===== config.mk =====
export PLATFORM = sky130hd
export DESIGN_NAME = pjts_ram
export DESIGN_NICKNAME = d
export VERILOG_FILES = /design/src/rtl/core/per_task_job_timing_stats_top_macros.svh /design/src/rtl/core/pjts_ram.sv
export SDC_FILE = /design/constraint.sdc
export NUM_CORES = 1
export LEC_CHECK = 0
export ABC_CLOCK_PERIOD_IN_PS = 2800
export BUFFER_PORTS_ARGS = -buffer_cell sky130_fd_sc_hd__buf_2
export CORE_ASPECT_RATIO = 1.75
export CORE_UTILIZATION = 45
export DETAILED_ROUTE_END_ITERATION = 8
export GPL_TIMING_DRIVEN = 1
export HOLD_SLACK_MARGIN = 0.1
export SLEW_MARGIN = 20
export SYNTH_ARGS = -nofsm -noshare
export SYNTH_HDL_FRONTEND = slang
export SYNTH_SLANG_ARGS = --single-unit

===== constraint.sdc =====
create_clock -name clk_i -period 2.8 [get_ports clk_i]
set_clock_uncertainty 0.2 [all_clocks]
set_input_delay 0.28 -clock clk_i [delete_from_list [all_inputs] [get_ports clk_i]]
set_output_delay 0.28 -clock clk_i [all_outputs]
set_load 0.02 [all_outputs]

===== src/rtl/core/per_task_job_timing_stats_top_macros.svh =====
// assertion macros for the per-task job timing statistics block
// used by the top level; compiled out when SYNTHESIS is defined
`ifndef PER_TASK_JOB_TIMING_STATS_TOP_MACROS_SVH
`define PER_TASK_JOB_TIMING_STATS_TOP_MACROS_SVH

`ifndef SYNTHESIS

`define PJTS_ASSERT_SAME(lbl, ante, cons, msg) \
  lbl: assert property (@(posedge clk_i) disable iff (!rst_ni) (ante) |-> (cons)) \
    else $error(msg);

`define PJTS_ASSERT_NEXT(lbl, ante, cons, msg) \
  lbl: assert property (@(posedge clk_i) disable iff (!rst_ni) (ante) |=> (cons)) \
    else $error(msg);

`else

`define PJTS_ASSERT_SAME(lbl, ante, cons, msg)

`define PJTS_ASSERT_NEXT(lbl, ante, cons, msg)

`endif

`endif


===== src/rtl/core/pjts_ram.sv =====
// generic simple dual-port ram, one write and one registered read port
// no dependencies
module pjts_ram #(
  parameter int WIDTH = 8,
  parameter int DEPTH = 16,
  parameter int AW    = (DEPTH > 1) ? $clog2(DEPTH) : 1
) (
  input  logic             clk_i,
  input  logic             we_i,
  input  logic [AW-1:0]    waddr_i,
  input  logic [WIDTH-1:0] wdata_i,
  input  logic             re_i,
  input  logic [AW-1:0]    raddr_i,
  output logic [WIDTH-1:0] rdata_o
);

  logic [WIDTH-1:0] mem_q [DEPTH];

  always_ff @(posedge clk_i) begin
    if (we_i) begin
      mem_q[waddr_i] <= wdata_i;
    end
  end

  always_ff @(posedge clk_i) begin
    if (re_i) begin
      rdata_o <= mem_q[raddr_i];
    end
  end

endmodule


---- Word level (Yosys, flattened, before mapping) ----
Memories as Yosys holds them, arrays and structs flattened. A register that Yosys moved wholly into a read port is not among the register bits.
Cells that the tools add are included.
storage, ports and cells
  register bits after elaboration ......... 0
  bits in writable memories ............... 128
  input port bits ......................... 19
  output and inout port bits .............. 8
  logic and storage cells ................. 3
  memories kept ........................... 1
memory list
  memory  depth  width  rd ports  clocked after memory_dff  wr ports  RTL line        source
  mem_q   16     8      1         1                         1         pjts_ram.sv:17  logic [WIDTH-1:0] mem_q [DEPTH];
operators by class
  multiplexer cells ....................... 2
operator list
  cell    count
  $mux 1  2

---- Logic depth before layout (Yosys ltp) ----
Gate-level depths: netlist (run 1).
  word-level depth ........................ 2
  mapped depth ............................ 5

---- Least setup slack after synthesis (run 1) ----
OpenSTA, ideal clock, no wires.
  path kind ............................... in2reg
  start ................................... input port waddr_i[2]
  end ..................................... memory mem_q[0][0], enable pin
  library setup time ...................... 0.383 ns
  arrival time ............................ 1.390 ns
  data required time ...................... 2.217 ns
  setup slack ............................. 0.827 ns
  stages on the path ...................... 2
  buffers on the path ..................... 0
  cell sequence ........................... or3b_2 -> nor3_1
RTL lines
  what                RTL line        source
  start: declaration  pjts_ram.sv:10  input logic [AW-1:0] waddr_i,
  end: declaration    pjts_ram.sv:17
Straight into the memory's write port.

==> summary.txt, run 1 <==
Setup path
  • CP Capture Type: flop
  • CP startpoint: raddr_i[0]
  • CP Data Required Time: 2.74 ns
  • RR Endpoint: rdata_o[7]
  • Path type of the worst setup path: in2reg
  • Critical path endpoint: rdata_o[7]
  • CP max stage delay: 0.52 ns
  • Setup slack, reg-to-reg: 1.11 ns
  • Top Family by Delay on Critical Path: buffers and inverters
  • Crit-path cells: buf_2 > buf_12 > mux4_2 > a22oi_1 > nand2_1
  • Buf/Inv on CP: 2
  • Worst-case reg-to-reg path depth: 3
  • CP max FO: 18
  • CP Data Arrival Time: 1.76 ns
  • FF-to-FF Start: mem_q[1][7]
  • Slowest CP cell: mux4_2
  • Levels on crit path: 5
  • CP startpoint kind: primary input

Clocking
  • Clock sinks: 136
  • Htree depth: 4
  • Clock Pin Slew Worst Setup and Hold Paths: 0.06 ns
  • Clk root buf: clkbuf_16
  • Cts repair resizes: 0
  • Clk_lat worst skew: 0.41 ns
  • Clk buf depth: 2
  • CTS tree: yes
  • Cts bufs inserted: 17

Global route
  • Largest net degree at the start of global routing: 33
  • Vias in the first global route: 2,589
  • Gr ovfl total: 0
  • Met1 Use GR: 21.34%
  • GR Util All Layers: 18.43%
  • First-pass GRT wire length: 15,250 um
  • Busiest grt layer: met2
  • Grt met2 use: 32.10%
  • Number of antenna violations at the first check in global routing: 0
  • GR Util met3: 5.194%

Logic synthesis
  • Synth top area share: 78.12%
  • Mux cell area share after synthesis: 14.79%
  • Register bit total from synthesis: 136
  • Yosys warnings: 0
  • Net Count, Synth: 248
  • Mean Syn Cell Area: 22.83 sq um
  • Seq/Total Area, Yosys: 78.12%
  • Post-synthesis simple-gate area fraction: 3.135%
  • Synth Area in Compound Gates: 2.298%
  • XOR/XNOR Fraction of Synth Area: 0%
  • Distinct cells, synth: 18
  • Synthesized cell area: 5228 sq um
  • Post-synthesis adder-cell area fraction: 0%
  • Area leader, netlist: edfxtp_1
  • Area contributors post-synth: edfxtp_1, mux4_2, mux4_1
  • Synth Instances: 229
  • Largest family of logic cells by synthesized area: multiplexers

Finish
  • Most frequent cells in the layout: edfxtp_1, buf_2, mux4_2
  • Number of fill cells: 861
  • Multi-input combinational cell area: 1057 sq um
  • Layout cells sized above 1: 30.26%
  • ANT cells: 0
  • Seq. cell area: 4084 sq um
  • Area growth syn-to-layout: 19.75%
  • Commonest non-fill, non-tap cell in the layout: edfxtp_1
  • Nets: 310

Drt
  • DRT iter0 DRCs: 138
  • Drt first pass iters: 4
  • Final Routed Wirelength: 9999 um
  • Via Count: 2,426
  • Routed vias/inst: 5.564
  • Drt wl/cell: 22.93 um
  • DRT antenna net count: 0
  • DRC errors left: 0

Placement
  • Port Buffers: 26
  • Dpl hpwl: 6659 um
  • Routability cong.: 0.7757

STA
  • Rel. slew slack: 42.26%
  • FMAX: 0.5499 GHz
  • Min cycle time layout: 1.818 ns
  • Max Slew Vio Count: 0
  • Final hold vios: 0
  • Total negative slack: 0 ns
  • Worst-margin pin slew: 0.8629 ns
  • Final setup fails: 0
  • RSZ-0062 raised after global routing: false
  • Period utilisation layout: 64.94%

Die
  • Die ar.: 12,070 sq um
  • Die X: 83.48 um
  • Site Rows: 51
  • Starting Density: 46.55%
  • Core Region: 11,230 sq um
  • IO Count: 27
  • Die Y: 144.6 um

Job
  • Max-cap violation count: 0

Pwr
  • Pwr per Cell Area: 754.9 nW/um^2
  • Pint: 3.778 mW
  • Max IR drop VDD: 0.4331 mV
  • Sw Share: 20.06%
  • Psw: 947.9 uW
  • Part of the power in registers: 48.8%
  • Total Power: 4.725 mW
  • Leakage: 2.124 nW
  • Logic gate share of total power: 4.8%
  • Clock Power Share: 46.4%

Outcome
  • Status: finished, final reports clean

Hold path
  • HP Class: in2reg
==> state kept, by name, indices dropped and copies added, names as in the netlist <==
signal   count
mem_q      128
rdata_o      8
==> routing by layer <==
metal / vias up / share of wire, %
met5: - / 0
met4: 0 / 2.2
met3: 19 / 3.3
met2: 67 / 54
met1: 1234 / 41
li1: 1106 / -
==> stage by stage <==
| stage | setup slack, ns | utilization (%) | hold WS, ns | cell area, sq um | cells |
|---|---|---|---|---|---|
| global placement | 0.5537 | 49.72 | 0.4480 | 5584 | 395 |
| floorplan | 0.8271 | - | 0.1789 | 5228 | 229 |
| finish | 0.9816 | 55.74 | 0.2327 | 6260 | 436 |
| CTS | 0.9901 | 55.74 | 0.2253 | 6260 | 436 |
| global route | 0.9123 | 55.74 | 0.2272 | 6260 | 436 |
| detailed placement | 0.5400 | 49.72 | 0.4500 | 5584 | 395 |
==> final cells by class <==
cell class	instances	area share (%)
Sequential cell	136	65.24
Multi-Input combinational cell	83	16.89
Clock buffer	18	6.856
Timing Repair Buffer	53	5.876
Tap cell	132	2.638
Clock inverter	14	2.499
==> cells in the mapped netlist <==
cell type / n
and2b_1: 1
nor3_1: 4
mux4_2: 18
clkdlybuf4s25_2: 3
and2_1: 1
nor2b_1: 1
nand2b_1: 2
edfxtp_1: 136
buf_6: 3
nand3b_1: 2
nor2_1: 13
or3b_2: 1
a22oi_1: 16
nand2_1: 9
mux4_1: 14
buf_4: 1
nand3_1: 1
buf_2: 3
==> tightest hold or removal path, delay by kind of cell <==
family                 cells  cell delay, ns
buffers and inverters      2            0.29
AND/OR/NAND/NOR            1            0.09
==> power groups by stage <==
stage,registers [mW],clock network [mW],logic (mW)
after floorplan,2.36,0,0.116
after global placement,2.35,0,0.218
after detailed placement,2.35,0,0.221
after CTS,2.31,2.21,0.231
after global routing,2.31,2.29,0.245
final,2.31,2.19,0.225
==> cells by family (layout without fill, tap and decap cells) <==
kind of cell | after synthesis | in the layout
flops | 136 | 136
buf+inv | 10 | 85
compound gates | 16 | 16
simple gates | 35 | 35
mux | 32 | 32
==> worst min-delay path by stage <==
stage | end | slack (ns) | cells after the start | from
6_report | mem_q[0][6] | 0.23 | 3 | waddr_i[1]
5_1_grt | mem_q[0][6] | 0.23 | 3 | waddr_i[0]
4_1_cts | mem_q[0][4] | 0.23 | 3 | waddr_i[1]
3_5_place_dp | rdata_o[6] | 0.45 | 1 | re_i
3_3_place_gp | rdata_o[5] | 0.45 | 1 | re_i
2_1_floorplan | mem_q[0][0] | 0.18 | 0 | wdata_i[0]
==> repair_timing <==
| item | 4_1_cts | 5_1_grt |
|---|---|---|
| hold buffers | 9 | 0 |
| setup buffers | 0 | 0 |
| endpoints found under the hold margin | 136 | 0 |
(Power assumes the default switching activity.)
==> run 2, diff against run 1 <==
--- a/config.mk
+++ b/config.mk
@@ -5,7 +5,7 @@
 export SDC_FILE = /design/constraint.sdc
 export NUM_CORES = 1
 export LEC_CHECK = 0
-export ABC_CLOCK_PERIOD_IN_PS = 2800
+export ABC_CLOCK_PERIOD_IN_PS = 1500
 export BUFFER_PORTS_ARGS = -buffer_cell sky130_fd_sc_hd__buf_2
 export CORE_ASPECT_RATIO = 1.75
 export CORE_UTILIZATION = 45
==> constraint.sdc (replaced) <==
create_clock -name clk_i -period 1.5 [get_ports clk_i]
set_clock_uncertainty 0.2 [all_clocks]
set_input_delay 0.15 -clock clk_i [delete_from_list [all_inputs] [get_ports clk_i]]
set_output_delay 0.15 -clock clk_i [all_outputs]
set_load 0.02 [all_outputs]
==> summary.txt, run 2 (same netlist as run 1, synthesis figures left out) <==
Finish
  • Nets: 335
  • Commonest non-fill, non-tap cell in the layout: edfxtp_1
  • ANT cells: 0
  • Seq. cell area: 4084 sq um
  • Post-Route Utilization: 58.16%
  • Reg with most FFs: mem_q
  • Biggest regs: mem_q x128, rdata_o x8
  • Area growth syn-to-layout: 24.94%
  • Number of fill cells: 826
  • Most frequent cells in the layout: edfxtp_1, mux4_2, buf_4
  • Max reg flops: 128
  • Layout cells sized above 1: 41.16%
  • Multi-input combinational cell area: 1070 sq um

Setup path
  • CP Data Required Time: 1.45 ns
  • CP Data Arrival Time: 1.55 ns
  • Worst-case reg-to-reg path depth: 3
  • CP max FO: 1
  • Path type of the worst setup path: reg2reg
  • CP startpoint kind: flop
  • Setup slack, reg-to-reg: -0.1 ns
  • CP Capture Type: flop

Pwr
  • Leakage: 2.223 nW
  • Pwr per Cell Area: 1371 nW/um^2
  • Max IR drop VDD: 0.8125 mV

Global route
  • Gr ovfl total: 0
  • First-pass GRT wire length: 15,120 um
  • Largest net degree at the start of global routing: 17
  • Vias in the first global route: 2,679
  • Number of antenna violations at the first check in global routing: 0
  • GR Util All Layers: 18.02%

Hold path
  • Hold Path Depth: 4
  • HP Class: in2reg

STA
  • Rel. slew slack: 39.79%
  • Max Slew Vio Count: 0
  • Final setup fails: 8
  • FMAX: 0.6255 GHz
  • Worst-margin pin slew: 0.8998 ns
  • Min cycle time layout: 1.599 ns
  • RSZ-0062 raised after global routing: true
  • Period utilisation layout: 106.6%
  • Final hold vios: 0
  • Slack of the critical path: -0.09864 ns

Outcome
  • Failing checks: setup timing
  • Status: complete, but fails checks

Die
  • IO Count: 27
  • Die X: 83.48 um
  • Starting Density: 46.55%
  • Core Region: 11,230 sq um
  • Die ar.: 12,070 sq um
  • Die Y: 144.6 um
  • Site Rows: 51

Clocking
  • CTS tree: yes
  • Htree depth: 4
  • Clk root buf: clkbuf_16
  • Clock Pin Slew Worst Setup and Hold Paths: 0.06 ns
  • Clk buf depth: 2
  • Clock sinks: 136
  • Cts bufs inserted: 17
  • Clk_lat worst skew: 0.41 ns

Drt
  • Final Routed Wirelength: 9916 um
  • DRC errors left: 0
  • Via Count: 2,495
  • Routed vias/inst: 5.424
  • DRT iter0 DRCs: 115
  • DRT antenna net count: 0
  • Drt first pass iters: 4
  • Drt wl/cell: 21.56 um

Placement
  • Port Buffers: 26
  • Routability cong.: 0.7570
  • Pre-CTS WS: -0.3979 ns
  • Dpl hpwl: 7017 um

Job
  • Max-cap violation count: 0
==> run 2: cell types whose count changed in the layout (fill, tap and decap cells not counted), moves of 2 or more <==
cell	before	now
a22oi_1	16	6
a22oi_2	0	10
buf_12	1	5
buf_4	17	32
clkbuf_1	1	3
clkinvlp_4	4	1
dlygate4sd3_1	9	15
mux4_1	14	0
mux4_2	18	32
nor3_1	4	1
nor3_2	0	3
==> run 2: layout make-up <==
type / instances / share of cell area (%)
sequential: 136 / 62.53
tap: 132 / 2.529
multi-input combinational: 83 / 16.38
clock inverter: 11 / 2.375
timing repair buffer: 78 / 9.502
clock buffer: 20 / 6.686
==> run 2: critical path: stages, from the launching register on <==
cell and delay, ns:
edfxtp_1 0.38, mux4_2 0.49, a22oi_2 0.20, nand2_1 0.08
==> run 2: metrics by stage <==
| stage | instance area, sq um | power [mW] | hold slack [ns] | instances | TNS [ns] |
|---|---|---|---|---|---|
| after floorplan | 5228 | 4.638 | 0.04887 | 229 | -3.975 |
| after global placement | 5743 | 4.831 | 0.3273 | 414 | -5.944 |
| after detailed placement | 5743 | 4.846 | 0.3451 | 414 | -6.654 |
| after CTS | 6521 | 9.022 | 0.1474 | 460 | -0.6172 |
| after global routing | 6531 | 9.214 | 0.1706 | 460 | -1.015 |
| final | 6531 | 8.952 | 0.1659 | 460 | -0.5969 |
==> run 2: worst paths after layout <==
kind,startpoint,to
setup / recovery,mem_q[0][2],rdata_o[2]
hold / removal,waddr_i[3],mem_q[0][7]
setup reg to reg,mem_q[0][2],rdata_o[2]
hold reg to reg,mem_q[12][3],rdata_o[3]
==> run 2: per-layer routing <==
metal | track usage [%] | share of wire [%]
met1 | 19.01 | 37
met5 | 0 | 0
met3 | 4.966 | 3.4
met2 | 33.95 | 58
met4 | 6.958 | 1.2
==> run 2: timing repair <==
item                       in CTS  in global routing
gates resized for setup         9                  2
hold endpoints to repair      152                  0
pin swaps                       5                  2
hold buffers                   15                  0
setup buffers                   0                  0
setup endpoints to repair       8                  8
==> run 2: power by group <==
part	switching (mW)	leakage (nW)	total (mW)	internal, mW
Sequential	0.0210	1.24	4.31	4.28
Clock	1.40	0.288	4.14	2.74
Combinational	0.262	0.699	0.502	0.240
Total	1.68	2.22	8.95	7.27
