### config.mk
export PLATFORM = sky130hd
export DESIGN_NAME = pjts_calc
export DESIGN_NICKNAME = d
export VERILOG_FILES = /design/src/rtl/core/per_task_job_timing_stats_top_macros.svh /design/src/rtl/core/pjts_pkg.sv /design/src/rtl/core/pjts_calc.sv
export SDC_FILE = /design/constraint.sdc
export NUM_CORES = 1
export LEC_CHECK = 0
export ABC_CLOCK_PERIOD_IN_PS = 13250
export BUFFER_PORTS_ARGS = -buffer_cell sky130_fd_sc_hd__buf_2
export CORE_MARGIN = 8
export CORE_UTILIZATION = 30
export DETAILED_ROUTE_END_ITERATION = 10
export GPL_ROUTABILITY_DRIVEN = 0
export PLACE_DENSITY = 0.62
export REMOVE_ABC_BUFFERS = 1
export SYNTH_ARGS = -nofsm -noshare
export SYNTH_HDL_FRONTEND = slang
export SYNTH_SLANG_ARGS = --single-unit
### constraint.sdc
create_clock -name vclk -period 13.25
set_input_delay 1.325 -clock vclk [all_inputs]
set_output_delay 1.325 -clock vclk [all_outputs]
set_load 0.01 [all_outputs]
### src/rtl/core/per_task_job_timing_stats_top_macros.svh
// assertion macros for the per-task job timing statistics block
// used by the top level; compiled out when SYNTHESIS is defined
`ifndef PER_TASK_JOB_TIMING_STATS_TOP_MACROS_SVH
`define PER_TASK_JOB_TIMING_STATS_TOP_MACROS_SVH

`ifndef SYNTHESIS

`define PJTS_ASSERT_SAME(lbl, ante, cons, msg) \
  lbl: assert property (@(posedge clk_i) disable iff (!rst_ni) (ante) |-> (cons)) \
    else $error(msg);

`define PJTS_ASSERT_NEXT(lbl, ante, cons, msg) \
  lbl: assert property (@(posedge clk_i) disable iff (!rst_ni) (ante) |=> (cons)) \
    else $error(msg);

`else

`define PJTS_ASSERT_SAME(lbl, ante, cons, msg)

`define PJTS_ASSERT_NEXT(lbl, ante, cons, msg)

`endif

`endif

### src/rtl/core/pjts_pkg.sv
// types, constants and helper functions of the per-task job timing statistics block
// no dependencies
package pjts_pkg;

  localparam int TASK_SLOTS = 64;
  localparam int SLOT_W     = (TASK_SLOTS > 1) ? $clog2(TASK_SLOTS) : 1;
  localparam int METRICS    = 4;
  localparam int COUNT_W    = 24;

  typedef logic signed [31:0] metric_t;
  typedef logic signed [47:0] sum_t;
  typedef metric_t [METRICS-1:0] metric_vec_t;

  localparam metric_t MIN_RESET      = 32'sd1000000;
  localparam metric_t MAX_RESET_LATE = -32'sd1000000;
  localparam logic signed [48:0] SUM_HIGH = 49'sd140737488355327;
  localparam logic signed [48:0] SUM_LOW  = -49'sd140737488355328;
  localparam logic signed [33:0] M32_HIGH = 34'sd2147483647;
  localparam logic signed [33:0] M32_LOW  = -34'sd2147483648;
  localparam logic [COUNT_W-1:0] COUNT_HIGH = '1;

  typedef enum logic {
    OP_RECORD = 1'b0,
    OP_READ   = 1'b1
  } op_e;

  typedef enum logic [1:0] {
    MET_RESPONSE = 2'd0,
    MET_WAITING  = 2'd1,
    MET_LATENCY  = 2'd2,
    MET_LATENESS = 2'd3
  } metric_e;

  typedef struct packed {
    op_e         opcode;
    logic [6:0]  task_number;
    logic [1:0]  metric_select;
    logic [30:0] release_time;
    logic [30:0] first_start_time;
    logic [30:0] completion_time;
    logic [30:0] execution_ticks;
    logic [30:0] deadline_time;
  } in_item_t;

  typedef struct packed {
    logic               status;
    metric_t            min_value;
    metric_t            max_value;
    sum_t               sum_value;
    logic [COUNT_W-1:0] job_count;
  } out_item_t;

  typedef struct packed {
    metric_t min_v;
    metric_t max_v;
    sum_t    sum_v;
  } stat_t;

  typedef struct packed {
    stat_t [METRICS-1:0] stat;
    logic [COUNT_W-1:0]  count;
  } row_t;

  localparam int ROW_W = $bits(row_t);

  function automatic metric_t sat32(logic signed [33:0] v);
    metric_t r;
    priority if (v > M32_HIGH) begin
      r = M32_HIGH[31:0];
    end else if (v < M32_LOW) begin
      r = M32_LOW[31:0];
    end else begin
      r = v[31:0];
    end
    return r;
  endfunction

  function automatic sum_t sat48(logic signed [48:0] v);
    sum_t r;
    priority if (v > SUM_HIGH) begin
      r = SUM_HIGH[47:0];
    end else if (v < SUM_LOW) begin
      r = SUM_LOW[47:0];
    end else begin
      r = v[47:0];
    end
    return r;
  endfunction

  function automatic row_t reset_row();
    row_t r;
    r = '0;
    for (int m = 0; m < METRICS; m++) begin
      r.stat[m].min_v = MIN_RESET;
      r.stat[m].max_v = (m == int'(MET_LATENESS)) ? MAX_RESET_LATE : '0;
      r.stat[m].sum_v = '0;
    end
    return r;
  endfunction

endpackage

### src/rtl/core/pjts_calc.sv
// forms the four timing metrics of one job record, saturated to 32 bits
// depends on pjts_pkg
module pjts_calc (
  input  pjts_pkg::in_item_t    item_i,
  output pjts_pkg::metric_vec_t metric_o
);
  import pjts_pkg::*;

  logic signed [33:0] rel;
  logic signed [33:0] fst;
  logic signed [33:0] cmp;
  logic signed [33:0] exe;
  logic signed [33:0] ddl;
  logic signed [33:0] resp;

  always_comb begin
    rel  = 34'(item_i.release_time);
    fst  = 34'(item_i.first_start_time);
    cmp  = 34'(item_i.completion_time);
    exe  = 34'(item_i.execution_ticks);
    ddl  = 34'(item_i.deadline_time);
    resp = cmp - rel;
    metric_o[MET_RESPONSE] = sat32(resp);
    metric_o[MET_WAITING]  = sat32(resp - exe);
    metric_o[MET_LATENCY]  = sat32(cmp - fst);
    metric_o[MET_LATENESS] = sat32(cmp - ddl);
  end

endmodule

---- Yosys cells after proc, flatten, opt, wreduce, memory -nomap -nowiden ----
Index checks and enable logic that the tools add are counted.
Widths: inputs -> output; s select.
cells by class
  order comparisons ....................... 8
  shift-type cells ........................ 0
  equality and inequality tests ........... 0
  add/sub/neg operators ................... 4
  divide/modulo/power cells ............... 0
  reductions and logical operators ........ 0
  $mul .................................... 0
  bitwise gates (word level) .............. 0
  muxes and demuxes ....................... 8
operator list
  cell                  count
  $mux 32               8
  $gt 32x32->1 const B  3
  $lt 32x32->1 const B  3
  $sub 31x31->32        3
  $gt 33x32->1 const B  1
  $lt 33x32->1 const B  1
  $sub 32x32->33        1
storage, ports and cells
  bits in latches ......................... 0
  flip-flop bits (word level) ............. 0
  logic and storage cells ................. 20
  memories ................................ 0
  bits in writable memories ............... 0
  bits in read-only memories .............. 0

---- Logic depth before layout (Yosys ltp) ----
Gate-level depths: netlist of the first run.
  depth after elaboration ................. 5
  depth in mapped cells ................... 25
  gate-level depth less buffers ........... 24

---- Least setup slack after synthesis of the first run ----
No wires, ideal clock.
  path type ............................... in2out
  start point ............................. input item_i[62] in the netlist's numbering
  end point ............................... output metric_o[44] in the netlist's numbering
  buffers on the path ..................... 2
  cell stages on the path ................. 24
  data required time ...................... 11925 ps
  arrival time ............................ 6167 ps
  slack ................................... 5758 ps
  cell sequence ........................... inv_1 -> ha_1 -> inv_1 -> fa_1 -> a211oi_1 -> o21ai_0 -> nor4bb_1 -> o31a_1 -> a21oi_1 -> nor2_1 -> nor2_1 -> o21bai_1 -> a21oi_1 -> xnor2_1 -> ha_1 -> clkbuf_1 -> nand3_1 -> o221ai_2 -> or4_4 -> a311oi_2 -> o21a_2 -> mux2_4 -> buf_6 -> o31ai_1
RTL lines
  element          RTL line        RTL
  start, declared  pjts_calc.sv:4  input pjts_pkg::in_item_t item_i,
  end, declared    pjts_calc.sv:5  output pjts_pkg::metric_vec_t metric_o

==> reports/metrics.csv, run 1 <==
metric,value,unit
grt_overflow,0,
setup_tns,0,ns
hold_viol,0,
synth_compound_area_share,30.4,%
yosysUniqueCellTypes,62,
synth.top_cell.area_share,22.3,%
n_sequential_cell,0,
drt_wl_total,25600,um
endpoint_kind,output port,
mostFrequentLayoutCells,"buf_2, inv_1, ha_1",
maxCapViolCount,0,
hold_buffers,0,
route.antenna.remaining_nets,0,
hold_ws,3.00,ns
outcome,"finished, final reports clean",
rsz0062_at_grt,false,
p_leak,4.77,nW
fin_crit_sh,63.0,%
clkbuf_count,0,
vias_per_cell,5.04,
start_kind,input pin,
finalSetupViolCount,0,
first_global_vias,7836,
yosysSeqAreaShare,0,%
slew_viol_final,0,
seq_area,0,um^2
die_h,168,um
min_from,item_i[0],
cp.required,11.93,ns
synth.largest_area_cell,ha_1,
rows,55,
worstPathMaxFanout,31,
arrival,7.02,ns
synthXorXnorAreaFrac,16.8,%
antenna_found_initial,7,
wl_per_cell,16.1,um
clock.fmax,0.120,GHz
cts_setup_buffers,0,
powerDensity,83.9,nW/um^2
synth_area,6950,um^2
layout.nets,1591,
layout_commonest_cell,buf_2,
avgSynthCellArea,6.66,um^2
yosysWarnings,0,
synth_top_family_by_area,compound AO/OA/AOI/OAI gates,
muxShareOfSynthArea,0.216,%
num_vias,7999,
synth.area.top_cells,"ha_1, xnor2_1, inv_1",
synth_fa_ha_area_share,23.5,%
post_cts_resized,0,
final_util,37.9,%
area_growth,23.8,%
die_x,168,um
syn_inst,1044,
die_area,28300,um^2
layout.cells.non_filler,1588,
crit_type,input pin to output port,
initial_core_util,30.6,%
whs_path_depth,4,
grt_max_degree,32,
drive_above_1_share,23.1,%
slew_headroom,34.2,%
port_buffers,283,
drc,0,
tightestPinTransition,0.975,ns
synthSimpleGateAreaFrac,18.8,%
drt_first_iter_violations,557,
track_usage,16.7,%
grt_pass1_wl,39400,um
core,22700,um^2
holdPathEnd,metric_o[96],
vdd_drop_max,0.0261,mV
dp.cells,1581,
firstDrtPassIters,5,
hp-class,input pin to output port,
io-pin-count,293,
layout_min_cycle_time,8.35,ns
dpl.hpwl,23000,um
[through the flow]
step           setup WS [ns]  instance area, um^2  power [mW]
3_5_place_dp            4.92                 8590       0.724
5_1_grt                 4.54                 8600       0.798
4_1_cts                 4.88                 8590       0.727
3_3_place_gp            4.95                 8590       0.719
6_report                4.90                 8600       0.721
2_1_floorplan           5.87                 6810       0.482
[worst max-delay path, stage by stage]
cell and delay [ns]:
buf_2 0.09, inv_1 0.16, ha_1 0.20, inv_1 0.05, fa_1 0.45, a211oi_1 0.32, o21ai_0 0.16, nor4bb_1 0.19
o31a_1 0.36, a21oi_1 0.36, nor2_1 0.07, nor2_1 0.24, o21bai_1 0.09, a21oi_1 0.24, xnor2_1 0.17, ha_1 0.34
nand3_1 0.14, o221ai_2 0.14, or4_4 0.45, a311oi_2 0.37, o21a_2 0.19, mux2_4 0.43, nor3_1 0.29, buf_2 0.19
[worst max-delay path by stage]
| stage | startpoint | endpoint |
|---|---|---|
| 2_1_floorplan | item_i[62] | metric_o[44] |
| 3_3_place_gp | item_i[62] | metric_o[61] |
| 3_5_place_dp | item_i[62] | metric_o[44] |
| 4_1_cts | item_i[62] | metric_o[44] |
| 5_1_grt | item_i[63] | metric_o[54] |
| 6_report | item_i[62] | metric_o[57] |
[where the power goes]
| group | total (mW) | internal (mW) | switching [mW] |
|---|---|---|---|
| Sequential | 0 | 0 | 0 |
| Clock | 0.0000000709 | 0.0000000708 | 0 |
| Combinational | 0.721 | 0.307 | 0.415 |
[Yosys cell counts (2+ instances only)]
cell,n
inv_1,156
ha_1,124
a21oi_1,107
xnor2_1,86
nor2_1,70
o21ai_0,68
nand2_1,59
a21o_1,50
xor2_1,47
clkbuf_1,26
nand3_1,25
nand2b_1,20
nor2b_1,18
and3_1,14
nand4_1,14
o21a_1,14
a211oi_1,13
nor3_1,13
o211ai_1,11
o21bai_1,11
a31oi_1,10
and2_1,7
or2_2,7
o31ai_1,6
a21boi_0,5
a211o_1,4
and4_1,4
fa_1,4
a221oi_1,3
a31o_2,3
buf_6,3
o31a_1,3
or3_1,3
a221o_1,2
and3b_1,2
buf_1,2
nand3b_1,2
o2111ai_1,2
o22ai_1,2
o311ai_0,2
[kinds of logic after synthesis]
family	after synthesis
multiplexers	1
AND/OR/NAND/NOR	263
buffers and inverters	187
XOR/XNOR	133
AO/OA/AOI/OAI	332
adder cells (fa/ha/maj)	128
[layout make-up]
type	instances	area, um^2
Fill cell	2491	14100
Multi-Input combinational cell	857	6230
Antenna cell	7	17.5
Inverter	156	586
Tap cell	285	357
Timing Repair Buffer	283	1420
[metal layers]
metal | vias up | part of all wire (%) | GRT usage (%)
met5 | - | 0 | 0
met4 | 0 | 2.4 | 4.81
met3 | 28 | 3.6 | 1.54
met2 | 191 | 50 | 30.4
met1 | 3627 | 44 | 20.4
li1 | 4153 | - | -
Power figures use the tool's default switching activity.
==> run 2, diff against run 1 <==
Settings changed: ABC_AREA set to 1, ABC_CLOCK_PERIOD_IN_PS 13250 to 7980, PLACE_DENSITY 0.62 to 0.61.
Clock period 13.25 ns to 7.98 ns, I/O delays scaled along.
==> reports/metrics.csv, run 2 <==
metric,value,unit,change
powerDensity,142,nW/um^2,+69%
synth.top_cell.area_share,19.5,%,-2.8 points
start_kind,input pin,,
crit_type,input pin to output port,,
slew_viol_final,0,,unchanged
num_vias,9611,,+20%
die_area,32000,um^2,+13%
antenna_found_initial,1,,-6
outcome,"finished, final reports clean",,
p_leak,5.73,nW,+20%
slowest_stage,fa_1,,
io-pin-count,293,,unchanged
layout_commonest_cell,nand2_1,,
dpl.hpwl,28600,um,+25%
hold_buffers,0,,unchanged
p_sw,853,uW,+110%
yosysSeqAreaShare,0,%,unchanged
area_growth,21.7,%,
pre_cts_ws,1.87,ns,-3.05 ns
mostFrequentLayoutCells,"nand2_1, buf_2, inv_1",,
slew_headroom,58.0,%,+24 points
arrival,5.35,ns,-1.67 ns
critical_path.most_common_cell,a21oi_1,,
seq_area,0,um^2,unchanged
cpLargestDelayFamily,compound AO/OA/AOI/OAI gates,,
whs_path_depth,4,,unchanged
first_global_vias,9893,,+26%
route.antenna.remaining_nets,0,,unchanged
drive_above_1_share,20.5,%,-2.6 points
track_usage,18.6,%,+1.9 points
endpoint_kind,output port,,
maxCapViolCount,0,,unchanged
layout_min_cycle_time,6.14,ns,
holdPathEnd,metric_o[64],,
avgSynthCellArea,5.78,um^2,-13%
synth.largest_area_cell,ha_1,,
drt_first_iter_violations,530,,-4.8%
min_from,item_i[93],,
worst-path-buf-inv,4,,unchanged
p_seq_share,0,%,unchanged
fin_ws,1.84,ns,-3.07 ns
crit_chain,buf_2 -> inv_1 -> ha_1 -> inv_1 -> fa_1 -> nand3_1 -> nand2_1 -> a21boi_2 -> o21ai_2 -> a21oi_1 -> o21ai_1 -> xor2_1 -> ha_1 -> a21oi_1 -> o21ai_0 -> a21oi_1 -> o21ai_0 -> a21oi_1 -> nand2_1 -> nand2_2 -> nand2_8 -> nand2_2 -> nand2_1 -> buf_2,,
pwr-share-clk,0,%,unchanged
wl_per_cell,15.9,um,-1.6%
synth_area,7950,um^2,+14%
grt_max_degree,18,,-44%
p_int,518,uW,+69%
n_sequential_cell,0,,unchanged
hold_viol,0,,unchanged
synth_most_common_cell,nand2_1,,
vias_per_cell,4.86,,-3.5%
tightestPinTransition,0.624,ns,-0.351 ns
fin_crit_sh,77.0,%,
yosysUniqueCellTypes,48,,-23%
post_cts_resized,0,,unchanged
drc,0,,unchanged
vdd_drop_max,0.124,mV,+380%
initial_core_util,30.5,%,-0.089 points
die_x,179,um,+6.3%
yosysWarnings,0,,unchanged
grt_pass1_wl,48300,um,+22%
rsz0062_at_grt,false,,
rows,59,,+7.3%
combPwrFrac,100.0,%,about the same
clock.fmax,0.163,GHz,
synth.area.top_cells,"ha_1, nand2_1, inv_1",,
core,26100,um^2,+15%
swShare,62.2,%,+4.7 points
port_buffers,283,,unchanged
cpPeakStageDelay,0.44,ns,about the same
hp-class,input pin to output port,,
grt_overflow,0,,unchanged
synth_common_cells,"nand2_1, inv_1, a21oi_1, ha_1, nor2_1",,
finalSetupViolCount,0,,unchanged
setup_tns,0,ns,unchanged
layout.nets,1936,,+22%
firstDrtPassIters,5,,unchanged
drt_wl_total,31300,um,+23%
worstPathMaxFanout,17,,-45%
cp.required,7.18,ns,-4.75 ns
clkbuf_count,0,,unchanged
syn_inst,1376,,+32%
die_h,179,um,+6.3%
cts_setup_buffers,0,,unchanged
-- run 2: cell types whose count changed after synthesis, sizes merged, moves of 16 or more --
cell	delta
clkbuf	-16
nand3	+28
xor2	+44
nor2	+36
a21oi	+35
a21o	-30
xnor2	-41
nor2b	-18
nand2b	-20
inv	+104
nand2	+287
-- run 2: cell type report --
cell class | count | area, um^2
tap | 335 | 419
antenna | 1 | 2.50
timing repair buffer | 283 | 1420
fill | 2944 | 16400
multi-input combinational | 1098 | 6860
inverter | 260 | 976
-- run 2: stage by stage --
| step | power [mW] | instance area (um^2) | hold slack, ns | instances | util, % |
|---|---|---|---|---|---|
| final | 1.37 | 9680 | 1.93 | 1977 | 37.1 |
| after global routing | 1.52 | 9680 | 1.95 | 1977 | 37.1 |
| after CTS | 1.38 | 9680 | 1.94 | 1976 | 37.1 |
| after detailed placement | 1.37 | 9680 | 1.94 | 1976 | 37.1 |
| after global placement | 1.36 | 9680 | 1.93 | 1976 | 37.1 |
| after floorplan | 0.906 | 7840 | 1.74 | 1358 | - |
-- run 2: power groups by stage --
stage	clock [mW]	sequential, mW	combinational (mW)
floorplan	0	0	0.906
global placement	0	0	1.36
detailed placement	0	0	1.37
CTS	0	0	1.38
global route	0.0000000168	0	1.52
finish	0.0000000168	0	1.37
-- run 2: worst max path at each step --
| stage | startpoint | depth (start not counted) | end | slack (ns) |
|---|---|---|---|---|
| after floorplan | item_i[62] | 22 | metric_o[32] | 2.86 |
| after global placement | item_i[62] | 24 | metric_o[34] | 1.93 |
| after detailed placement | item_i[62] | 24 | metric_o[52] | 1.87 |
| after CTS | item_i[62] | 24 | metric_o[52] | 1.86 |
| after global routing | item_i[62] | 24 | metric_o[40] | 1.49 |
| final | item_i[62] | 24 | metric_o[52] | 1.84 |
-- run 2: logic make-up (layout without fill, tap and decap cells) --
logic type      after synthesis  count (layout)  synth area share [%]
other cells                   0               1                     0
fa+ha+maj                   128             128                  20.5
compound gates              292             292                  21.9
xor+xnor                    136             136                  15.0
buf+inv                     278             543                  13.7
simple gates                542             542                  29.0
-- run 2: per-layer routing --
metal	global-route usage [%]	wire, um	part of all wire, %
met1	21.9	13200	42
met5	0	0	0
met4	4.24	743	2.4
met2	34.5	15400	49
met3	2.70	2050	6.6
