### src/rtl/core/per_task_job_timing_stats_top_macros.svh
// assertion macros for the per-task job timing statistics block
// used by the top level; compiled out when SYNTHESIS is defined
`ifndef PER_TASK_JOB_TIMING_STATS_TOP_MACROS_SVH
`define PER_TASK_JOB_TIMING_STATS_TOP_MACROS_SVH

`ifndef SYNTHESIS

`define PJTS_ASSERT_SAME(lbl, ante, cons, msg) \
  lbl: assert property (@(posedge clk_i) disable iff (!rst_ni) (ante) |-> (cons)) \
    else $error(msg);

`define PJTS_ASSERT_NEXT(lbl, ante, cons, msg) \
  lbl: assert property (@(posedge clk_i) disable iff (!rst_ni) (ante) |=> (cons)) \
    else $error(msg);

`else

`define PJTS_ASSERT_SAME(lbl, ante, cons, msg)

`define PJTS_ASSERT_NEXT(lbl, ante, cons, msg)

`endif

`endif

### src/rtl/core/pjts_pkg.sv
// types, constants and helper functions of the per-task job timing statistics block
// no dependencies
package pjts_pkg;

  localparam int TASK_SLOTS = 64;
  localparam int SLOT_W     = (TASK_SLOTS > 1) ? $clog2(TASK_SLOTS) : 1;
  localparam int METRICS    = 4;
  localparam int COUNT_W    = 24;

  typedef logic signed [31:0] metric_t;
  typedef logic signed [47:0] sum_t;
  typedef metric_t [METRICS-1:0] metric_vec_t;

  localparam metric_t MIN_RESET      = 32'sd1000000;
  localparam metric_t MAX_RESET_LATE = -32'sd1000000;
  localparam logic signed [48:0] SUM_HIGH = 49'sd140737488355327;
  localparam logic signed [48:0] SUM_LOW  = -49'sd140737488355328;
  localparam logic signed [33:0] M32_HIGH = 34'sd2147483647;
  localparam logic signed [33:0] M32_LOW  = -34'sd2147483648;
  localparam logic [COUNT_W-1:0] COUNT_HIGH = '1;

  typedef enum logic {
    OP_RECORD = 1'b0,
    OP_READ   = 1'b1
  } op_e;

  typedef enum logic [1:0] {
    MET_RESPONSE = 2'd0,
    MET_WAITING  = 2'd1,
    MET_LATENCY  = 2'd2,
    MET_LATENESS = 2'd3
  } metric_e;

  typedef struct packed {
    op_e         opcode;
    logic [6:0]  task_number;
    logic [1:0]  metric_select;
    logic [30:0] release_time;
    logic [30:0] first_start_time;
    logic [30:0] completion_time;
    logic [30:0] execution_ticks;
    logic [30:0] deadline_time;
  } in_item_t;

  typedef struct packed {
    logic               status;
    metric_t            min_value;
    metric_t            max_value;
    sum_t               sum_value;
    logic [COUNT_W-1:0] job_count;
  } out_item_t;

  typedef struct packed {
    metric_t min_v;
    metric_t max_v;
    sum_t    sum_v;
  } stat_t;

  typedef struct packed {
    stat_t [METRICS-1:0] stat;
    logic [COUNT_W-1:0]  count;
  } row_t;

  localparam int ROW_W = $bits(row_t);

  function automatic metric_t sat32(logic signed [33:0] v);
    metric_t r;
    priority if (v > M32_HIGH) begin
      r = M32_HIGH[31:0];
    end else if (v < M32_LOW) begin
      r = M32_LOW[31:0];
    end else begin
      r = v[31:0];
    end
    return r;
  endfunction

  function automatic sum_t sat48(logic signed [48:0] v);
    sum_t r;
    priority if (v > SUM_HIGH) begin
      r = SUM_HIGH[47:0];
    end else if (v < SUM_LOW) begin
      r = SUM_LOW[47:0];
    end else begin
      r = v[47:0];
    end
    return r;
  endfunction

  function automatic row_t reset_row();
    row_t r;
    r = '0;
    for (int m = 0; m < METRICS; m++) begin
      r.stat[m].min_v = MIN_RESET;
      r.stat[m].max_v = (m == int'(MET_LATENESS)) ? MAX_RESET_LATE : '0;
      r.stat[m].sum_v = '0;
    end
    return r;
  endfunction

endpackage

### src/rtl/core/pjts_upd.sv
// updates min, max and saturating sum of each metric and the job count of one row
// depends on pjts_pkg
module pjts_upd (
  input  pjts_pkg::row_t        row_i,
  input  pjts_pkg::metric_vec_t metric_i,
  output pjts_pkg::row_t        row_o
);
  import pjts_pkg::*;

  always_comb begin
    row_o = row_i;
    for (int m = 0; m < METRICS; m++) begin
      if (metric_i[m] < row_i.stat[m].min_v) begin
        row_o.stat[m].min_v = metric_i[m];
      end
      if (metric_i[m] > row_i.stat[m].max_v) begin
        row_o.stat[m].max_v = metric_i[m];
      end
      row_o.stat[m].sum_v = sat48(49'(row_i.stat[m].sum_v) + 49'(metric_i[m]));
    end
    if (row_i.count != COUNT_HIGH) begin
      row_o.count = row_i.count + COUNT_W'(1);
    end
  end

endmodule
### config.mk
export PLATFORM = sky130hd
export DESIGN_NAME = pjts_upd
export DESIGN_NICKNAME = d
export VERILOG_FILES = /design/src/rtl/core/per_task_job_timing_stats_top_macros.svh /design/src/rtl/core/pjts_pkg.sv /design/src/rtl/core/pjts_upd.sv
export SDC_FILE = /design/constraint.sdc
export NUM_CORES = 1
export LEC_CHECK = 0
export BUFFER_PORTS_ARGS = -buffer_cell sky130_fd_sc_hd__buf_2
export CORE_AREA = 2 2 421 423
export DETAILED_ROUTE_END_ITERATION = 10
export DIE_AREA = 0 0 423 425
export GPL_ROUTABILITY_DRIVEN = 0
export SYNTH_ARGS = -nofsm -noshare
export SYNTH_HDL_FRONTEND = slang
export SYNTH_SLANG_ARGS = --single-unit
### constraint.sdc
create_clock -name vclk -period 4.4
set_input_delay 0.66 -clock vclk [all_inputs]
set_output_delay 0.66 -clock vclk [all_outputs]
set_load 0.02 [all_outputs]
== Word level (Yosys, flattened, before mapping) ==
Cells that the tools add are included.

* Add/sub/neg operators: 5
* $lt $le $gt $ge: 16
* Eq/ne operators: 1
* Multiplexer cells: 17

{| class="wikitable"
|+ Operators with widths
! cell !! count
|-
| two-way mux 48 bit || 8
|-
| two-way mux 32 bit || 8
|-
| adder 48 x 32 -> 49 bit || 4
|-
| greater-than comparator 49 x 48 -> 1 bit, second input constant || 4
|-
| < comparator 49 x 48 -> 1 bit, second input constant || 4
|-
| greater-than comparator 32 bit || 4
|-
| < comparator 32 bit || 4
|-
| adder 24 x 1 -> 24 bit, second input constant || 1
|-
| two-way mux 24 bit || 1
|-
| != test 24 bit, second input constant || 1
|}

* Register bits: 0
* Input bits: 600
* Output and inout port bits: 472
* Logic and storage cells: 39

== Depth between registers and ports, before layout ==
Gate-level depths: netlist of the first run.

* Depth in word-level cells: 4
* Mapped depth: 15

== Worst setup path before layout of the first run ==
No wires, ideal clock.

* Kind: input -> output
* From: input row_i[24] (netlist name)
* To: output row_o[65] (netlist name)
* Data arrival time: 3822 ps
* Slack: -82 ps
* Stages on the path: 14
* Cell sequence: ha_1 inv_1 fa_1 and2b_1 o2111ai_2 a2111oi_4 nor3_1 a21oi_2 a21oi_1 a2bb2oi_2 o31ai_4 nor2_2 buf_2 o21ai_0

{| class="wikitable"
|+ RTL lines
! what !! RTL line !! source
|-
| start: declaration || pjts_upd.sv:4 || <nowiki>input pjts_pkg::row_t row_i,</nowiki>
|-
| end: declaration || pjts_upd.sv:6 || <nowiki>output pjts_pkg::row_t row_o</nowiki>
|}

==> results.md, run 1 <==
- Run status: finished, violations left
- Violated checks: setup timing
- Relative slew slack: 0.549
- WP data arrival: around 4000 ps
- RSZ-0062 raised after global routing: true
- GRT Residual Overflow: 0
- Pre-CTS setup slack: -685 ps
- Synth-to-Final Area Change: 80.6%
- Adder-cell share of the synthesized area: 0.254
- Internal Power: 0.00430 W
- Routed wire length: 150000 µm
- Die area: ~180000 µm²
- Leakage: around 20 nW
- Hold Fails Final Rpt: 0
- Slew @ Worst Pin: around 670 ps
- Part of the power in registers: 0
- Hold path depth: 3
- Sw Ratio: 0.545
- Top post-synthesis cells by area: ha_1, mux2_2, a21oi_1
- Final critical-path setup slack: -257 ps
- Cell Chain, Critical Path: buf_8, inv_4, ha_4, a21o_1, a21o_1, a21o_1, a21o_1, a211oi_4, buf_12, o32ai_4, or3_4, or3_4, a21oi_4, buf_6, buf_12, mux2_4, buf_6
- Slowest CP cell: or3_4
- Largest family of logic cells by synthesized area: compound AO/OA/AOI/OAI gates
- Layout cells sized above 1: 0.510
- Worst-path maximum fanout: 8
- Core area: 175000 µm²
- Die width: 423 µm
- Nets: approximately 5700
- Yosys Warn Count: 0
- Hold Path End: row_o[22]
- Simple-Gate Fraction of Synth Area: 0.145
- Critical Path Source Type: primary input
- Setup TNS Final: -16240 ps
- Synth Area in Compound Gates: 0.300
- Worst hold slack: 1630 ps
- Max Cap Violations: 0
- CP peak stage delay: between 300 and 400 ps
- Detailed placer's ending HPWL: between 100000 and 150000 µm
- Sw Pwr: 0.00514 W
- Fin crit share: 1.06
- Seq. cell area: 0 µm²
- Clock buf count: 0
- Max VDD drop: 0.203 mV
- Post-synthesis xor/xnor area fraction: 0.0786
- Yosys top cell area share: 0.246
- Detailed-route via count: 31700
- Vias in the first global route: between 30000 and 40000
- Mux contribution to synthesized area: 0.139
- First drt pass iteration count: 6
- Cell taking the most area after synthesis: ha_1
- Synth Area per Inst: ~7.4 µm²
- Net Count, Synth: between 4000 and 5000
- GRT Total Usage: 0.150
- Max Clk Rate: 215 MHz
- Antenna viol nets, final: 0
- Final setup violating endpoints: 137
- Power Density: about 230 nW/µm²
- First-pass GRT wire length: 204000 µm
- Req. time, crit path: approximately 3700 ps
- Crit. End Element: output port
- Combinational Power Share: 1.000
- Final cell count without fillers: 7039
- Worst path most repeated cell: a21o_1
- Largest net degree at the start of global routing: 46
- Clk pwr share: 0
- Synthesized area: 22600 µm²
- DRC Markers: 0
- DP Cell Count: ~7000
- Via/cell ratio: around 4.5
- Wire per inst: about 21 µm
- Starting Density: 0.129
- Fin crit period: approximately 4700 ps
- Max Slew Vio Count: 0
- Mapped Cells: ~3100
- Hold Crit Class: in2out
- WS Path Type: in2out
- Die height: around 430 µm
- # fillers: ~19000
- Seq cells: 0
- Sequential area share after synthesis: 0
- I/O Buffers: 1072
- Std-Cell Rows: between 150 and 200
- Initial antenna violation count: 33
- Library cells used by synthesis: just under 100
- Hold_sp: row_i[22]
- I/O pins: 1072
- Iteration-0 DRC Markers: 2347
-- worst max-delay path by stage --
stage / from / to
6_report: row_i[305] / row_o[303]
5_1_grt: metric_i[94] / row_o[299]
4_1_cts: row_i[305] / row_o[304]
3_5_place_dp: metric_i[64] / row_o[251]
3_3_place_gp: metric_i[64] / row_o[251]
2_1_floorplan: row_i[24] / row_o[65]
-- cells in the mapped netlist (all sizes together), types with 5 or more instances --
cell	number
nor3b	6
a31oi	29
a41oi	8
nor4	5
a211oi	30
a31o	8
or2	8
inv	307
nand3	41
and4	13
a2111oi	13
xnor2	107
buf	48
o21a	38
and3	21
mux2	251
mux2i	10
a221oi	13
nand2	167
o2111ai	7
and2	14
clkbuf	92
xor2	94
o21bai	33
a21oi	327
nor2	129
o211ai	21
o21ai	254
a21o	178
nor3	38
nor2b	44
nand2b	40
o31ai	14
o41ai	5
a41o	6
nand4	88
a21boi	11
or3	16
o221ai	5
ha	445
a211o	6
maj3	11
-- layer usage --
metal | vias up | track usage | wire length (µm)
met5 | - | 0 | 18
met4 | 4 | 0.0741 | 10400
met3 | 420 | 0.0265 | 12100
met2 | 1703 | 0.275 | 75100
met1 | 15000 | 0.167 | 52800
li1 | 14500 | - | -
-- layout make-up --
class | instances | area, µm² | share of cell area
repair buffers | 1753 | 13300 | 0.326
multi-input cells | 2607 | 23400 | 0.571
well taps | 2340 | 2930 | 0.0716
diodes | 32 | 80.1 | 0.00196
inverters | 307 | 1170 | 0.0287
-- power by group through the flow --
stage / clock [W] / sequential, W / combinational [W]
2_1_floorplan: 0 / 0 / 0.00403
3_3_place_gp: 0 / 0 / 0.00709
3_5_place_dp: 0 / 0 / 0.00713
4_1_cts: 0 / 0 / 0.00859
5_1_grt: 0.000000000738 / 0 / 0.00988
6_report: 0.000000000965 / 0 / 0.00944
-- worst max-delay path, delay by kind of cell --
family	cells	cell delay (ps)
compound gates	7	1240
fa+ha+maj	1	190
buf+inv	6	830
mux	1	330
simple gates	2	710
-- cells in the final DEF (no fill, tap or decap), drive strengths merged, types with 88 or more instances in the layout --
cell and count:
a21o 178, a21oi 327, buf 1741, ha 445, inv 306, mux2 251, nand2 167, nand4 88
nor2 131, o21ai 254, xnor2 107, xor2 94
-- cell families (layout without fill, tap and decap cells) --
kind of cell / Yosys count / in the layout
multiplexers: 261 / 261
buffers and inverters: 447 / 2060
XOR/XNOR: 201 / 201
AND/OR/NAND/NOR: 642 / 644
AO/OA/AOI/OAI: 1041 / 1041
adder cells (fa/ha/maj): 460 / 460
other: 0 / 32
-- metrics by stage --
| stage | area [µm²] | util | total power [W] |
|---|---|---|---|
| after global placement | 34900 | 0.199 | 0.00709 |
| final | 40900 | 0.233 | 0.00944 |
| after detailed placement | 34900 | 0.199 | 0.00713 |
| after global routing | 40800 | 0.233 | 0.00988 |
| after floorplan | 22600 | - | 0.00403 |
| after CTS | 38600 | 0.220 | 0.00859 |
-- what timing repair did --
action / in CTS / in global routing
pin swaps: 132 / 109
buffers inserted: 62 / 42
resized for setup: 677 / 470
hold buffers: 0 / 0
endpoints found under the setup margin: 317 / 413
gates cloned: 24 / 10
Note: power is estimated with default switching activity, not from simulation.
==> run 2, diff against run 1 <==
- ABC_AREA: not set -> 1
- CAP_MARGIN: not set -> 20
- CORE_AREA: 2 2 421 423 -> 2 2 417 419
- DIE_AREA: 0 0 423 425 -> 0 0 419 421
==> run 2 against run 1 <==
The run now ends clean; die area fell by 1.9%; count of clock-buffer cells in the layout is the same; first-iteration DRC count increased by 93%; critical path depth rose by 2; non-clock buffer count is 598 lower; maximum frequency rose by 11%; critical path type unchanged; largest power group unchanged.
==> results.md, run 2 <==
- Nets: 7686 (was 5718)
- Max Slew Vio Count: 0 (unchanged)
- Hold_sp: row_i[11] (was row_i[22])
- Crit. End Element: output port (unchanged)
- Leakage: 22.8 nW (was 20.1 nW)
- Antenna viol nets, final: 0 (unchanged)
- Seq. cell area: 0 µm² (unchanged)
- Delay-heaviest family, CP: simple AND/OR/NAND/NOR gates (was compound AO/OA/AOI/OAI gates)
- Most frequent cells in the layout: nand2_1, buf_2, inv_1 (was buf_2, buf_4, ha_1)
- Layout cells sized above 1: 0.193 (was 0.510)
- Req. time, crit path: 3740 ps (about the same)
- Cell Chain, Critical Path: buf_2, ha_1, inv_1, fa_1, inv_1, nand2_1, nand2_1, nand3_1, nand2_1, nand2_1, nand2_1, nand2_2, nand4_2, nand2_1, nand2_2, buf_12, nand2_2, nand2_1, buf_2 (was buf_8, inv_4, ha_4, a21o_1, a21o_1, a21o_1, a21o_1, a211oi_4, buf_12, o32ai_4, or3_4, or3_4, a21oi_4, buf_6, buf_12, mux2_4, buf_6)
- Cell taking the most area after synthesis: nand2_1 (was ha_1)
- Yosys Warn Count: 0 (unchanged)
- Critical Path Source Type: primary input (unchanged)
- Relative slew slack: 0.545 (was 0.549)
- Max Cap Violations: 0 (unchanged)
- Library cells used by synthesis: 40 (was 99)
- # fillers: 20500 (was 19100)
- I/O pins: 1072 (unchanged)
- Final setup violating endpoints: 0 (was 137)
- Top post-synthesis cells by area: nand2_1, ha_1, inv_1 (was ha_1, mux2_2, a21oi_1)
- Mapped Cells: 5613 (was 3052)
- Wire per inst: 21.4 µm (about the same)
- Hold Fails Final Rpt: 0 (unchanged)
- Slowest CP cell: fa_1 (was or3_4)
- Iteration-0 DRC Markers: 4524 (was 2347)
- CP peak stage delay: 400 ps (was 360 ps)
- Synth Area per Inst: 5.00 µm² (was 7.41 µm²)
- Most common cell after layout, fill and taps aside: nand2_1 (was buf_2)
- Hold Path End: row_o[11] (was row_o[22])
- GRT Residual Overflow: 0 (unchanged)
- Seq cells: 0 (unchanged)
- Slew @ Worst Pin: 676 ps (was 670 ps)
- Die width: 419 µm (was 423 µm)
- Synth-to-Final Area Change: 30.3% (was 80.6%)
- Post-CTS setup buffers: 0 (was 62)
- Most common library cells after synthesis: nand2_1, inv_1, nand3_1 (was ha_1, a21oi_1, inv_1)
- First drt pass iteration count: 8 (was 6)
- Power Density: 210 nW/µm² (was 231 nW/µm²)
- DRC Markers: 0 (unchanged)
- Clock buf count: 0 (unchanged)
- Synthesized area: 28100 µm² (was 22600 µm²)
- Final cell count without fillers: 9025 (was 7039)
- Worst-path maximum fanout: 23 (was 8)
- RSZ-0062 raised after global routing: false (was true)
- Fin crit period: 4210 ps (was 4660 ps)
- DP Cell Count: 8960 (was 6891)
- I/O Buffers: 1072 (unchanged)
- Count leader, synth: nand2_1 (was ha_1)
- Max Clk Rate: 238 MHz (was 215 MHz)
- Routed wire length: 193000 µm (was 150000 µm)
- Max VDD drop: 0.124 mV (was 0.203 mV)
- WP data arrival: 3550 ps (was 4000 ps)
- Vias in the first global route: 37200 (was 30900)
- Die area: 176000 µm² (was 180000 µm²)
- Sequential area share after synthesis: 0 (unchanged)
- Yosys top cell area share: 0.311 (was 0.246)
- Hold path depth: 3 (unchanged)
- Buf/Inv on CP: 5 (was 6)
- Core area: 172000 µm² (was 175000 µm²)
- Largest net degree at the start of global routing: 48 (was 46)
- WS Path Type: in2out (unchanged)
- Detailed placer's ending HPWL: 171000 µm (was 126000 µm)
- GRT Total Usage: 0.205 (was 0.150)
- Initial antenna violation count: 99 (was 33)
- First-pass GRT wire length: 264000 µm (was 204000 µm)
- Setup TNS Final: 0 ps (was -16240 ps)
- Worst path most repeated cell: nand2_1 (was a21o_1)
- Post-CTS Resized: 0 (was 677)
- Net Count, Synth: 6662 (was 4101)
- Die height: 421 µm (was 425 µm)
- Starting Density: 0.163 (was 0.129)
- # hold bufs at CTS: 0 (unchanged)
- Hold Crit Class: in2out (unchanged)
- Via/cell ratio: 4.59 (was 4.50)
- Std-Cell Rows: 153 (was 154)
- Run status: complete, no violations (was finished, violations left)
- Fin crit share: 0.956 (was 1.06)
- Detailed-route via count: 41500 (was 31700)
[run 2: metrics by stage]
| step | setup WS, ps | util | cell area, µm² | total power, W | hold slack [ps] |
|---|---|---|---|---|---|
| 4_1_cts | 337 | 0.211 | 36400 | 0.00751 | 1650 |
| 5_1_grt | 75.5 | 0.212 | 36500 | 0.00823 | 1660 |
| 3_3_place_gp | 393 | 0.211 | 36400 | 0.00748 | 1650 |
| 2_1_floorplan | 1100 | - | 28100 | 0.00449 | 1450 |
| 6_report | 192 | 0.212 | 36600 | 0.00768 | 1650 |
| 3_5_place_dp | 337 | 0.211 | 36400 | 0.00747 | 1650 |
[run 2: where the power goes]
| group | switching, W | internal [W] | total [W] | leakage (nW) |
|---|---|---|---|---|
| sequential | 0 | 0 | 0 | 0 |
| clock | 0 | 0.00000000190 | 0.00000000190 | 0.000412 |
| combinational | 0.00538 | 0.00230 | 0.00768 | 22.8 |
| total | 0.00538 | 0.00230 | 0.00768 | 22.8 |
[run 2: worst max-delay path by stage]
stage / slack (ps) / cells after the start / start / endpoint
4_1_cts: 340 / 12 / metric_i[127] / row_o[461]
3_5_place_dp: 340 / 12 / metric_i[127] / row_o[461]
3_3_place_gp: 390 / 12 / metric_i[127] / row_o[466]
5_1_grt: 80 / 19 / metric_i[32] / row_o[164]
2_1_floorplan: 1100 / 19 / row_i[24] / row_o[54]
6_report: 190 / 19 / metric_i[32] / row_o[180]
[run 2: worst min-delay path, delay by kind of cell]
| kind | cells | cell delay, ps |
|---|---|---|
| buf+inv | 2 | 270 |
| xor+xnor | 1 | 60 |
[run 2: cell families (layout without fill, tap and decap cells)]
kind of cell / Yosys count / in the layout / share of synthesized area
buffers and inverters: 1089 / 2111 / 0.154
other: 0 / 65 / 0
AOI/OAI and AO/OA: 443 / 443 / 0.0856
xor gates and xnor gates: 137 / 137 / 0.0428
adders and majority gates: 449 / 449 / 0.201
and+or+nand+nor: 3494 / 3494 / 0.515
muxes: 1 / 1 / 0.000401
[run 2: final cells by class]
cell class	instances	area, µm²	share of cell area
tap	2325	2910	0.0795
inverter	956	3590	0.0981
timing repair buffer	1155	6190	0.169
multi-input combinational	4524	23700	0.649
antenna	65	163	0.00445
[run 2: layer usage]
layer  global-route usage  up-vias  share of wire
met5              0.00957        -         0.0039
met1                0.237    18500           0.37
met2                0.315     2506           0.42
met4                0.129       54          0.077
li1                     -    19800              -
met3               0.0797      595           0.13
